**src/design/mbf_pkg.sv**
```systemverilog
`timescale 1ns / 1ps
// mbf_pkg: shared types, character codes and limits for the matching brace finder
// used by mbf_scan and matching_brace_finder_unit; depends on nothing else
package mbf_pkg;

    localparam int unsigned POS_W   = 16;
    localparam int unsigned DEPTH_W = 16;

    // counter limits: min(max text length, 65535) and min(max nesting depth, 65535)
    localparam logic [POS_W-1:0]   POS_LIMIT   = 16'hFFFF;
    localparam logic [DEPTH_W-1:0] DEPTH_LIMIT = 16'hFFFF;

    localparam logic [7:0] CH_LBRACE    = 8'h7B;
    localparam logic [7:0] CH_RBRACE    = 8'h7D;
    localparam logic [7:0] CH_DQUOTE    = 8'h22;
    localparam logic [7:0] CH_SQUOTE    = 8'h27;
    localparam logic [7:0] CH_BACKTICK  = 8'h60;
    localparam logic [7:0] CH_SLASH     = 8'h2F;
    localparam logic [7:0] CH_STAR      = 8'h2A;
    localparam logic [7:0] CH_NEWLINE   = 8'h0A;
    localparam logic [7:0] CH_BACKSLASH = 8'h5C;

    localparam logic STATUS_FOUND    = 1'b0;
    localparam logic STATUS_NO_MATCH = 1'b1;

    typedef enum logic [2:0] {
        PH_AWAIT = 3'b001,
        PH_SCAN  = 3'b010,
        PH_DONE  = 3'b100
    } phase_t;

    typedef enum logic [1:0] {
        Q_NONE     = 2'd0,
        Q_DOUBLE   = 2'd1,
        Q_SINGLE   = 2'd2,
        Q_BACKTICK = 2'd3
    } quote_t;

    typedef enum logic [1:0] {
        C_NONE  = 2'd0,
        C_LINE  = 2'd1,
        C_BLOCK = 2'd2
    } comment_t;

    typedef struct packed {
        logic [DEPTH_W-1:0] depth;
        logic [POS_W-1:0]   pos;
        quote_t             quote;
        logic               escape;
        logic               slash;
        comment_t           comment;
        logic               star;
        phase_t             phase;
    } scan_state_t;

    typedef struct packed {
        logic             valid;
        logic             status;
        logic [POS_W-1:0] offset;
    } scan_result_t;

    localparam scan_state_t ST_RESET = '{
        depth:   '0,
        pos:     '0,
        quote:   Q_NONE,
        escape:  1'b0,
        slash:   1'b0,
        comment: C_NONE,
        star:    1'b0,
        phase:   PH_AWAIT
    };

    // closing character for an open string
    function automatic logic [7:0] quote_char(input quote_t q);
        logic [7:0] c;
        case (q)
            Q_DOUBLE:   c = CH_DQUOTE;
            Q_SINGLE:   c = CH_SQUOTE;
            Q_BACKTICK: c = CH_BACKTICK;
            default:    c = 8'h00;
        endcase
        return c;
    endfunction

endpackage

```
**src/design/mbf_scan.sv**
```systemverilog
`timescale 1ns / 1ps
// mbf_scan: next-state and result logic for one text byte
// depends on mbf_pkg
module mbf_scan (
    input  mbf_pkg::scan_state_t  state,
    input  logic [7:0]            data_byte,
    input  logic                  last_byte,
    output mbf_pkg::scan_state_t  state_next,
    output mbf_pkg::scan_result_t result
);
    import mbf_pkg::*;

    always_comb
    begin
        scan_state_t        nxt;
        scan_result_t       res;
        logic               found;
        logic               fail;
        logic               handled;
        logic [DEPTH_W-1:0] depth_dec;

        nxt       = state;
        res       = '{valid: 1'b0, status: STATUS_FOUND, offset: '0};
        found     = 1'b0;
        fail      = 1'b0;
        handled   = 1'b0;
        depth_dec = state.depth;

        case (state.phase)
            PH_AWAIT:
            begin
                nxt = ST_RESET;
                if (data_byte == CH_LBRACE)
                begin
                    nxt.depth = DEPTH_W'(1);
                    nxt.phase = PH_SCAN;
                end
                else
                begin
                    fail = 1'b1;
                end
            end
            PH_SCAN:
            begin
                if (state.pos >= POS_LIMIT)
                begin
                    fail = 1'b1;
                end
                else
                begin
                    nxt.pos = state.pos + POS_W'(1);
                    if (state.escape)
                    begin
                        nxt.escape = 1'b0;
                    end
                    else if (state.quote != Q_NONE)
                    begin
                        if (data_byte == CH_BACKSLASH)
                            nxt.escape = 1'b1;
                        else if (data_byte == quote_char(state.quote))
                            nxt.quote = Q_NONE;
                    end
                    else if (state.comment == C_LINE)
                    begin
                        if (data_byte == CH_NEWLINE)
                            nxt.comment = C_NONE;
                    end
                    else if (state.comment == C_BLOCK)
                    begin
                        if (state.star && data_byte == CH_SLASH)
                        begin
                            nxt.comment = C_NONE;
                            nxt.star    = 1'b0;
                        end
                        else
                        begin
                            nxt.star = (data_byte == CH_STAR);
                        end
                    end
                    else
                    begin
                        // a pending slash either opens a comment or is dropped
                        if (state.slash)
                        begin
                            nxt.slash = 1'b0;
                            if (data_byte == CH_SLASH)
                            begin
                                nxt.comment = C_LINE;
                                handled     = 1'b1;
                            end
                            else if (data_byte == CH_STAR)
                            begin
                                nxt.comment = C_BLOCK;
                                nxt.star    = 1'b0;
                                handled     = 1'b1;
                            end
                        end
                        if (!handled)
                        begin
                            if (data_byte == CH_DQUOTE)
                                nxt.quote = Q_DOUBLE;
                            else if (data_byte == CH_SQUOTE)
                                nxt.quote = Q_SINGLE;
                            else if (data_byte == CH_BACKTICK)
                                nxt.quote = Q_BACKTICK;
                            else if (data_byte == CH_SLASH)
                                nxt.slash = 1'b1;
                            else if (data_byte == CH_LBRACE)
                            begin
                                if (state.depth >= DEPTH_LIMIT)
                                    fail = 1'b1;
                                else
                                    nxt.depth = state.depth + DEPTH_W'(1);
                            end
                            else if (data_byte == CH_RBRACE)
                            begin
                                if (state.depth != '0)
                                    depth_dec = state.depth - DEPTH_W'(1);
                                nxt.depth = depth_dec;
                                if (depth_dec == '0)
                                    found = 1'b1;
                            end
                        end
                    end
                end
            end
            PH_DONE:
            begin
                nxt.phase = PH_DONE;
            end
            default:
            begin
                nxt = ST_RESET;
            end
        endcase

        if (found)
        begin
            res.valid  = 1'b1;
            res.status = STATUS_FOUND;
            res.offset = nxt.pos;
            nxt.phase  = PH_DONE;
        end
        else if (fail)
        begin
            res.valid  = 1'b1;
            res.status = STATUS_NO_MATCH;
            res.offset = '0;
            nxt.phase  = PH_DONE;
        end

        // end of text: an open search gives no match, then everything clears
        if (last_byte)
        begin
            if (nxt.phase == PH_SCAN)
            begin
                res.valid  = 1'b1;
                res.status = STATUS_NO_MATCH;
                res.offset = '0;
            end
            nxt = ST_RESET;
        end

        state_next = nxt;
        result     = res;
    end

endmodule

```
**src/design/matching_brace_finder_unit.sv**
```systemverilog
`timescale 1ns / 1ps
// matching_brace_finder_unit: top level of the matching brace finder
// depends on mbf_pkg and mbf_scan
//
// Takes a source text one byte per word, starting at an opening brace, and finds
// the brace that closes it, skipping braces inside double, single and backtick
// strings (with backslash escapes), line comments and block comments. Exactly one
// result word is produced per text: the offset of the closing brace from the
// opener with status 0, or status 1 and offset 0 when there is no match (first
// byte not a brace, text ends unbalanced or inside a comment or string, offset
// or nesting depth past 65535). After a result, bytes are dropped up to tlast,
// and the byte after tlast starts a new text. The unit takes one byte per clock when
// not stalled; the scan state register is updated from each byte in the same cycle,
// and a result is registered on the output register in the cycle after the byte
// that causes it. The input side only stalls while a result is held and not taken.
module matching_brace_finder_unit (
    input  logic        clk,
    input  logic        rst_n,
    // input byte stream
    input  logic        s_axis_tvalid,
    output logic        s_axis_tready,
    input  logic [7:0]  s_axis_tdata,   // [7:0] data_byte
    input  logic        s_axis_tlast,   // last_byte
    // result stream
    output logic        m_axis_tvalid,
    input  logic        m_axis_tready,
    output logic [15:0] m_axis_tdata,   // [15:0] brace_offset
    output logic        m_axis_tuser    // [0] status
);
    import mbf_pkg::*;

    scan_state_t  state_reg;
    scan_state_t  state_next;
    scan_result_t scan_res;

    logic             out_valid_reg;
    logic             out_valid_next;
    logic             out_status_reg;
    logic [POS_W-1:0] out_offset_reg;
    logic             in_accept;

    // one byte of work: flags, depth and position update
    mbf_scan u_scan (
        .state      (state_reg),
        .data_byte  (s_axis_tdata),
        .last_byte  (s_axis_tlast),
        .state_next (state_next),
        .result     (scan_res)
    );

    // a held result only blocks input when it is not being taken this cycle
    assign s_axis_tready = !out_valid_reg || m_axis_tready;
    assign in_accept     = s_axis_tvalid && s_axis_tready;

    always_comb
    begin
        out_valid_next = out_valid_reg;
        if (in_accept && scan_res.valid)
            out_valid_next = 1'b1;
        else if (m_axis_tready)
            out_valid_next = 1'b0;
    end

    // control state
    always_ff @(posedge clk or negedge rst_n)
    begin
        if (!rst_n)
        begin
            state_reg     <= ST_RESET;
            out_valid_reg <= 1'b0;
        end
        else
        begin
            if (in_accept)
                state_reg <= state_next;
            out_valid_reg <= out_valid_next;
        end
    end

    // result payload
    always_ff @(posedge clk)
    begin
        if (in_accept && scan_res.valid)
        begin
            out_status_reg <= scan_res.status;
            out_offset_reg <= scan_res.offset;
        end
    end

    assign m_axis_tvalid = out_valid_reg;
    assign m_axis_tdata  = out_offset_reg;
    assign m_axis_tuser  = out_status_reg;

endmodule

```
**config.mk**
```make
export PLATFORM = sky130hd
export DESIGN_NAME = matching_brace_finder_unit
export DESIGN_NICKNAME = d
export VERILOG_FILES = /design/src/design/mbf_pkg.sv /design/src/design/mbf_scan.sv /design/src/design/matching_brace_finder_unit.sv
export SDC_FILE = /design/constraint.sdc
export NUM_CORES = 1
export LEC_CHECK = 0
export BUFFER_PORTS_ARGS = -buffer_cell sky130_fd_sc_hd__buf_2
export CAP_MARGIN = 0
export CORE_UTILIZATION = 45
export CTS_CLUSTER_SIZE = 24
export DETAILED_ROUTE_END_ITERATION = 6
export GPL_TIMING_DRIVEN = 0
export HOLD_SLACK_MARGIN = 0.03
export SYNTH_ARGS = -nofsm -noshare
export SYNTH_HDL_FRONTEND = slang
export SYNTH_HIERARCHICAL = 1
export SYNTH_SLANG_ARGS = --single-unit
export TNS_END_PERCENT = 20
```
**constraint.sdc**
```tcl
create_clock -name clk -period 3.86 [get_ports clk]
set_input_delay 0.386 -clock clk [delete_from_list [all_inputs] [get_ports clk]]
set_output_delay 0.386 -clock clk [all_outputs]
set_load 0.1 [all_outputs]
```
### Word-level counts from Yosys, hierarchy flattened

Index checks and enable logic that the tools add are counted.

| word-level totals | value |
|---|---|
| input bits | 13 |
| output and inout bits | 19 |
| register bits | 60 |

| operators by class | value |
|---|---|
| reductions and logical operators | 15 |
| $add $sub $neg | 3 |
| order comparisons | 2 |
| muxes and demuxes | 129 |
| eq/ne operators | 45 |

Operators by type and width:

| cell | count |
|---|---|
| 2-to-1 mux 16 bit | 26 |
| case mux 39 bit (3 select lines) | 1 |
| 2-to-1 mux 18 bit | 4 |
| 2-to-1 mux 1 bit | 52 |
| 2-to-1 mux 42 bit | 1 |
| 2-to-1 mux 8 bit | 5 |
| 2-to-1 mux 3 bit | 13 |
| 2-to-1 mux 39 bit | 1 |
| adder 16 x 1 -> 16 bit, second input constant | 2 |
| == test 8 x 6 -> 1 bit, second input constant | 4 |
| == test 8 x 7 -> 1 bit, second input constant | 4 |
| greater-or-equal comparator 16 bit, second input constant | 2 |
| 2-to-1 mux 4 bit | 8 |
| 2-to-1 mux 2 bit | 15 |
| inequality test 3 bit, second input constant | 10 |
| case mux 7 bit (3 select lines) | 1 |
| inequality test 4 x 3 -> 1 bit, second input constant | 5 |
| AND reduction 9 bit | 2 |
| zero test 16 bit | 1 |
| inequality test 4 bit, second input constant | 4 |
| nonzero test 16 bit | 1 |
| subtractor 16 x 1 -> 16 bit, second input constant | 1 |
| AND reduction 14 bit | 1 |
| inequality test 6 x 2 -> 1 bit, second input constant | 2 |
| other kinds (20) | 28 |

### Depth between registers and ports, before layout

| logic depth | value |
|---|---|
| word-level depth | 38 |
| depth in mapped cells | 14 |
| gate-level depth less buffers | 10 |

### Modules after synthesis

The synthesis kept the hierarchy.

Modules (own cells, without submodules):

| module | seq. area each (µm²) | area an instance (µm²) | cells an instance | times used |
|---|---|---|---|---|
| mbf_scan | 0.0 | 3,189.3 | 529 | 1 |
| matching_brace_finder_unit | 1,587.8 | 2,294.7 | 111 | 1 |

### Worst setup path before layout

Ideal clock, no wire load.

| path | value |
|---|---|
| path type | reg2reg |
| from | register state_reg[26] (netlist name) |
| to | register out_offset_reg[0] (netlist: m_axis_tdata[0]), enable pin |
| arrival | 3,580 ps |
| stages on the path, launching flop included | 14 |
| path slack | -113 ps |
| path buffers | 3 |
| required time | 3,468 ps |
| setup time | 392 ps |
| path through | dfrtp_1 -> clkbuf_1 -> inv_1 -> ha_1 -> or3b_1 -> clkbuf_1 -> or3b_2 -> a211oi_1 -> o22ai_1 -> or4_1 -> buf_6 -> nand3_1 -> nand2_1 -> nor2b_1 |

RTL lines:

| what | line | text |
|---|---|---|
| from (decl) | matching_brace_finder_unit.sv:32 | `scan_state_t state_reg;` |
| from (signal assigned) | matching_brace_finder_unit.sv:75 | `state_reg <= state_next;` |
| to (signal assigned) | matching_brace_finder_unit.sv:86 | `out_offset_reg <= scan_res.offset;` |
| to (decl) | matching_brace_finder_unit.sv:39 | `logic [POS_W-1:0] out_offset_reg;` |

==> results.json <==
{
  "critPathRequiredTime_ns": 3.91,
  "power.total_mw": 2.59,
  "yosys_warnings": 6,
  "fin_crit_ns": 3.74,
  "hpwlAfterDp_um": 13100,
  "crit_fanout": 17,
  "r2r_cells": 11,
  "ioPinCount": 32,
  "core_area_sq_um": 11700,
  "clkTransAtPathRegs_ns": 0.05,
  "global_route.usage.met2_pct": 43.1,
  "placed_cell_area_sq_um": 5810,
  "reg2reg_from": "state_reg[33]$_DFFE_PN0P_",
  "final_nets": 701,
  "postSynthCellCount": 640,
  "ys_seq_area_share_pct": 29.0,
  "ant_nets": 0,
  "finish.instance_area_sq_um": 6150,
  "overflow": 0,
  "fillers": 1094,
  "dp_slack_ns": -0.585,
  "crit_chain": "buf_6 > nor4_1 > nand2_1 > o31ai_2 > o2111ai_2 > or4_1 > buf_6 > nand3_1 > nand2_1 > nor2b_4 > buf_12",
  "dieArea_sq_um": 12600,
  "critical_path.slowest_cell": "nor4_1",
  "path_class": "reg2reg",
  "synth_area_sq_um": 5480,
  "grt_usage_pct": 29.8,
  "hold_viol": 0,
  "async_reset_ff_share_pct": 71.7,
  "max-cap-violations": 0,
  "rsz0062_at_grt": "false",
  "rrSetupSlack_ns": 0.12,
  "startpoint": "state_reg[33]$_DFFE_PN0P_",
  "start_util_pct": 47.0,
  "synth_top_flop_cell": "dfrtp_1",
  "powerDensity_nw_per_um2": 421,
  "final_cells": 828,
  "clock_sinks": 60,
  "peakVddDrop_mv": 0.195,
  "wire_per_inst_um": 22.0,
  "fin_util_pct": 52.8,
  "status": "finished, final reports clean",
  "worst_slack_ns": 0.118,
  "synth_edf_count": 17,
  "grt_pass1_vias": 5005,
  "cts_buffers": 9,
  "critPathLaunchType": "flop",
  "dr.first_iter.drc_count": 660,
  "cts_root_buf": "clkbuf_16",
  "clock_latency_ns": 0.34,
  "arrival_ns": 3.79,
  "rows": 39,
  "end_kind": "flop",
  "vias": 5424,
  "antenna_cells": 0,
  "drtPass1Iterations": 6,
  "synth.ff_latch_count": 60,
  "p_leak_nw": 2.32,
  "io_buffers": 29,
  "syn_nets": 661,
  "grt_pass1_wl_um": 28900,
  "met1_usage_pct": 43.6,
  "cts_tree": "built",
  "clockBufferDepth": 2,
  "antenna_found_initial": 0,
  "routed_wl_um": 18200,
  "die_h_um": 112,
  "slew_violations": 0,
  "crit_family": "simple AND/OR/NAND/NOR gates",
  "setup_viol": 0,
  "area_delta_synth_final_pct": 12.2,
  "period_share_pct": 96.9,
  "holdCritPathClass": "in2async",
  "die_w_um": 112,
  "worstMarginPinSlew_ns": 1.12,
  "avgSynthCellArea_sq_um": 8.57,
  "largest_register_ffs": 42,
  "worstReg2RegEnd": "m_axis_tdata[8]$_DFFE_PP_",
  "multi_input_area_sq_um": 3600,
  "placed_cells": 812,
  "grt_start_max_net_pins": 44,
  "path_buf_inv": 3,
  "fmax_mhz": 267,
  "critPathMaxStageDelay_ns": 0.67,
  "ys_types": 76,
  "relSlewSlack_pct": 24.7,
  "drc_errors": 0,
  "seq_area_sq_um": 1590,
  "fin_skew_ns": 0.0103,
  "place.gp.congestion": 0.974,
  "drive_gt1_share_pct": 20.0,
  "busiest_layer": "met1",
  "vias_per_cell": 6.55,
  "globalRouteMet3Util_pct": 7.02,
  "crit_cells": 11,
  "ctsHtreeMaxLevel": 3,
  "crit_end": "m_axis_tdata[8]$_DFFE_PP_",
  "hold_buffers": 0
}
==> layer usage <==
layer  vias up  wire (um)
li1       2520          -
met1      2565       8290
met2       300       7750
met3        39       1770
met4         0        376
met5         -          0
==> worst min-delay path by stage <==
stage | end | cells past startpoint
floorplan | m_axis_tvalid$_DFFE_PN0P_ | 0
global placement | state_reg[36]$_DFFE_PN0P_ | 1
detailed placement | state_reg[36]$_DFFE_PN0P_ | 1
CTS | state_reg[14]$_DFFE_PN0P_ | 1
global route | state_reg[14]$_DFFE_PN0P_ | 1
finish | state_reg[12]$_DFFE_PN0P_ | 1
==> cells by family after synthesis <==
| family | count (synthesis) | share of synthesized area [%] |
|---|---|---|
| simple gates | 268 | 27.6 |
| compound gates | 175 | 21.4 |
| buf+inv | 71 | 6.07 |
| flops | 60 | 29.0 |
| mux | 50 | 12.9 |
| fa+ha+maj | 9 | 2.01 |
| xor+xnor | 7 | 1.12 |
==> cells in the mapped netlist (all sizes together) (7+ instances only) <==
cell type | n | area [sq um]
nand3 | 22 | 110
or3 | 8 | 50.1
nand4 | 16 | 100
nor2b | 8 | 50.1
o21ai | 33 | 165
nand2b | 11 | 76.3
edfxtp | 17 | 510
o22ai | 8 | 50.1
mux2 | 45 | 657
nor4 | 23 | 156
inv | 19 | 71.3
nand2 | 51 | 199
ha | 8 | 100
dfrtp | 42 | 1050
a22oi | 8 | 60.1
a32oi | 9 | 78.8
clkbuf | 40 | 150
a21oi | 41 | 209
nor3 | 24 | 120
or4 | 8 | 67.6
nor2 | 58 | 293
and3 | 7 | 43.8
and2 | 9 | 56.3
buf | 12 | 111
a31oi | 13 | 81.3
a211oi | 10 | 80.1
==> final cells by class <==
type | instances | area share [%]
Buffer | 50 | 4.19
Timing Repair Buffer | 31 | 2.77
Sequential cell | 60 | 25.8
Multi-Input combinational cell | 509 | 58.4
Clock buffer | 9 | 3.66
Inverter | 19 | 1.16
Clock inverter | 7 | 1.06
Tap cell | 143 | 2.91
==> through the flow <==
stage / TNS [ns] / hold slack [ns]
final: 0 / 0.236
after global routing: 0 / 0.339
after CTS: 0 / 0.287
after detailed placement: -9.92 / 0.488
after global placement: -9.30 / 0.485
after floorplan: 0 / 0.0904
==> cells in the final DEF (no fill, tap or decap), drive strengths merged, types with 4 or more instances in the layout <==
cell type / count
nor2b: 8
a21oi: 41
or4: 8
o31a: 4
o21ai: 33
a32oi: 9
a31oi: 13
nor3: 24
a22oi: 8
clkbuf: 48
or3: 8
nand4: 16
o22ai: 8
ha: 8
mux2: 45
and2: 9
buf: 42
o31ai: 6
a211oi: 10
and3: 7
nor4: 23
inv: 20
edfxtp: 17
xnor2: 4
nor2: 58
nand4b: 4
mux2i: 5
nand2: 51
nand2b: 11
o211ai: 5
dfrtp: 42
nand3: 22
==> repair_timing <==
item	CTS	global route
setup buffers	1	0
setup endpoints to repair	17	18
endpoints found under the hold margin	0	0
gates resized for setup	3	9
==> power breakdown <==
group / internal, mW / switching (mW)
Sequential: 0.741 / 0.0306
Combinational: 0.230 / 0.791
Clock: 0.494 / 0.304
Total: 1.47 / 1.13
Note: power is estimated with default switching activity, not from simulation.
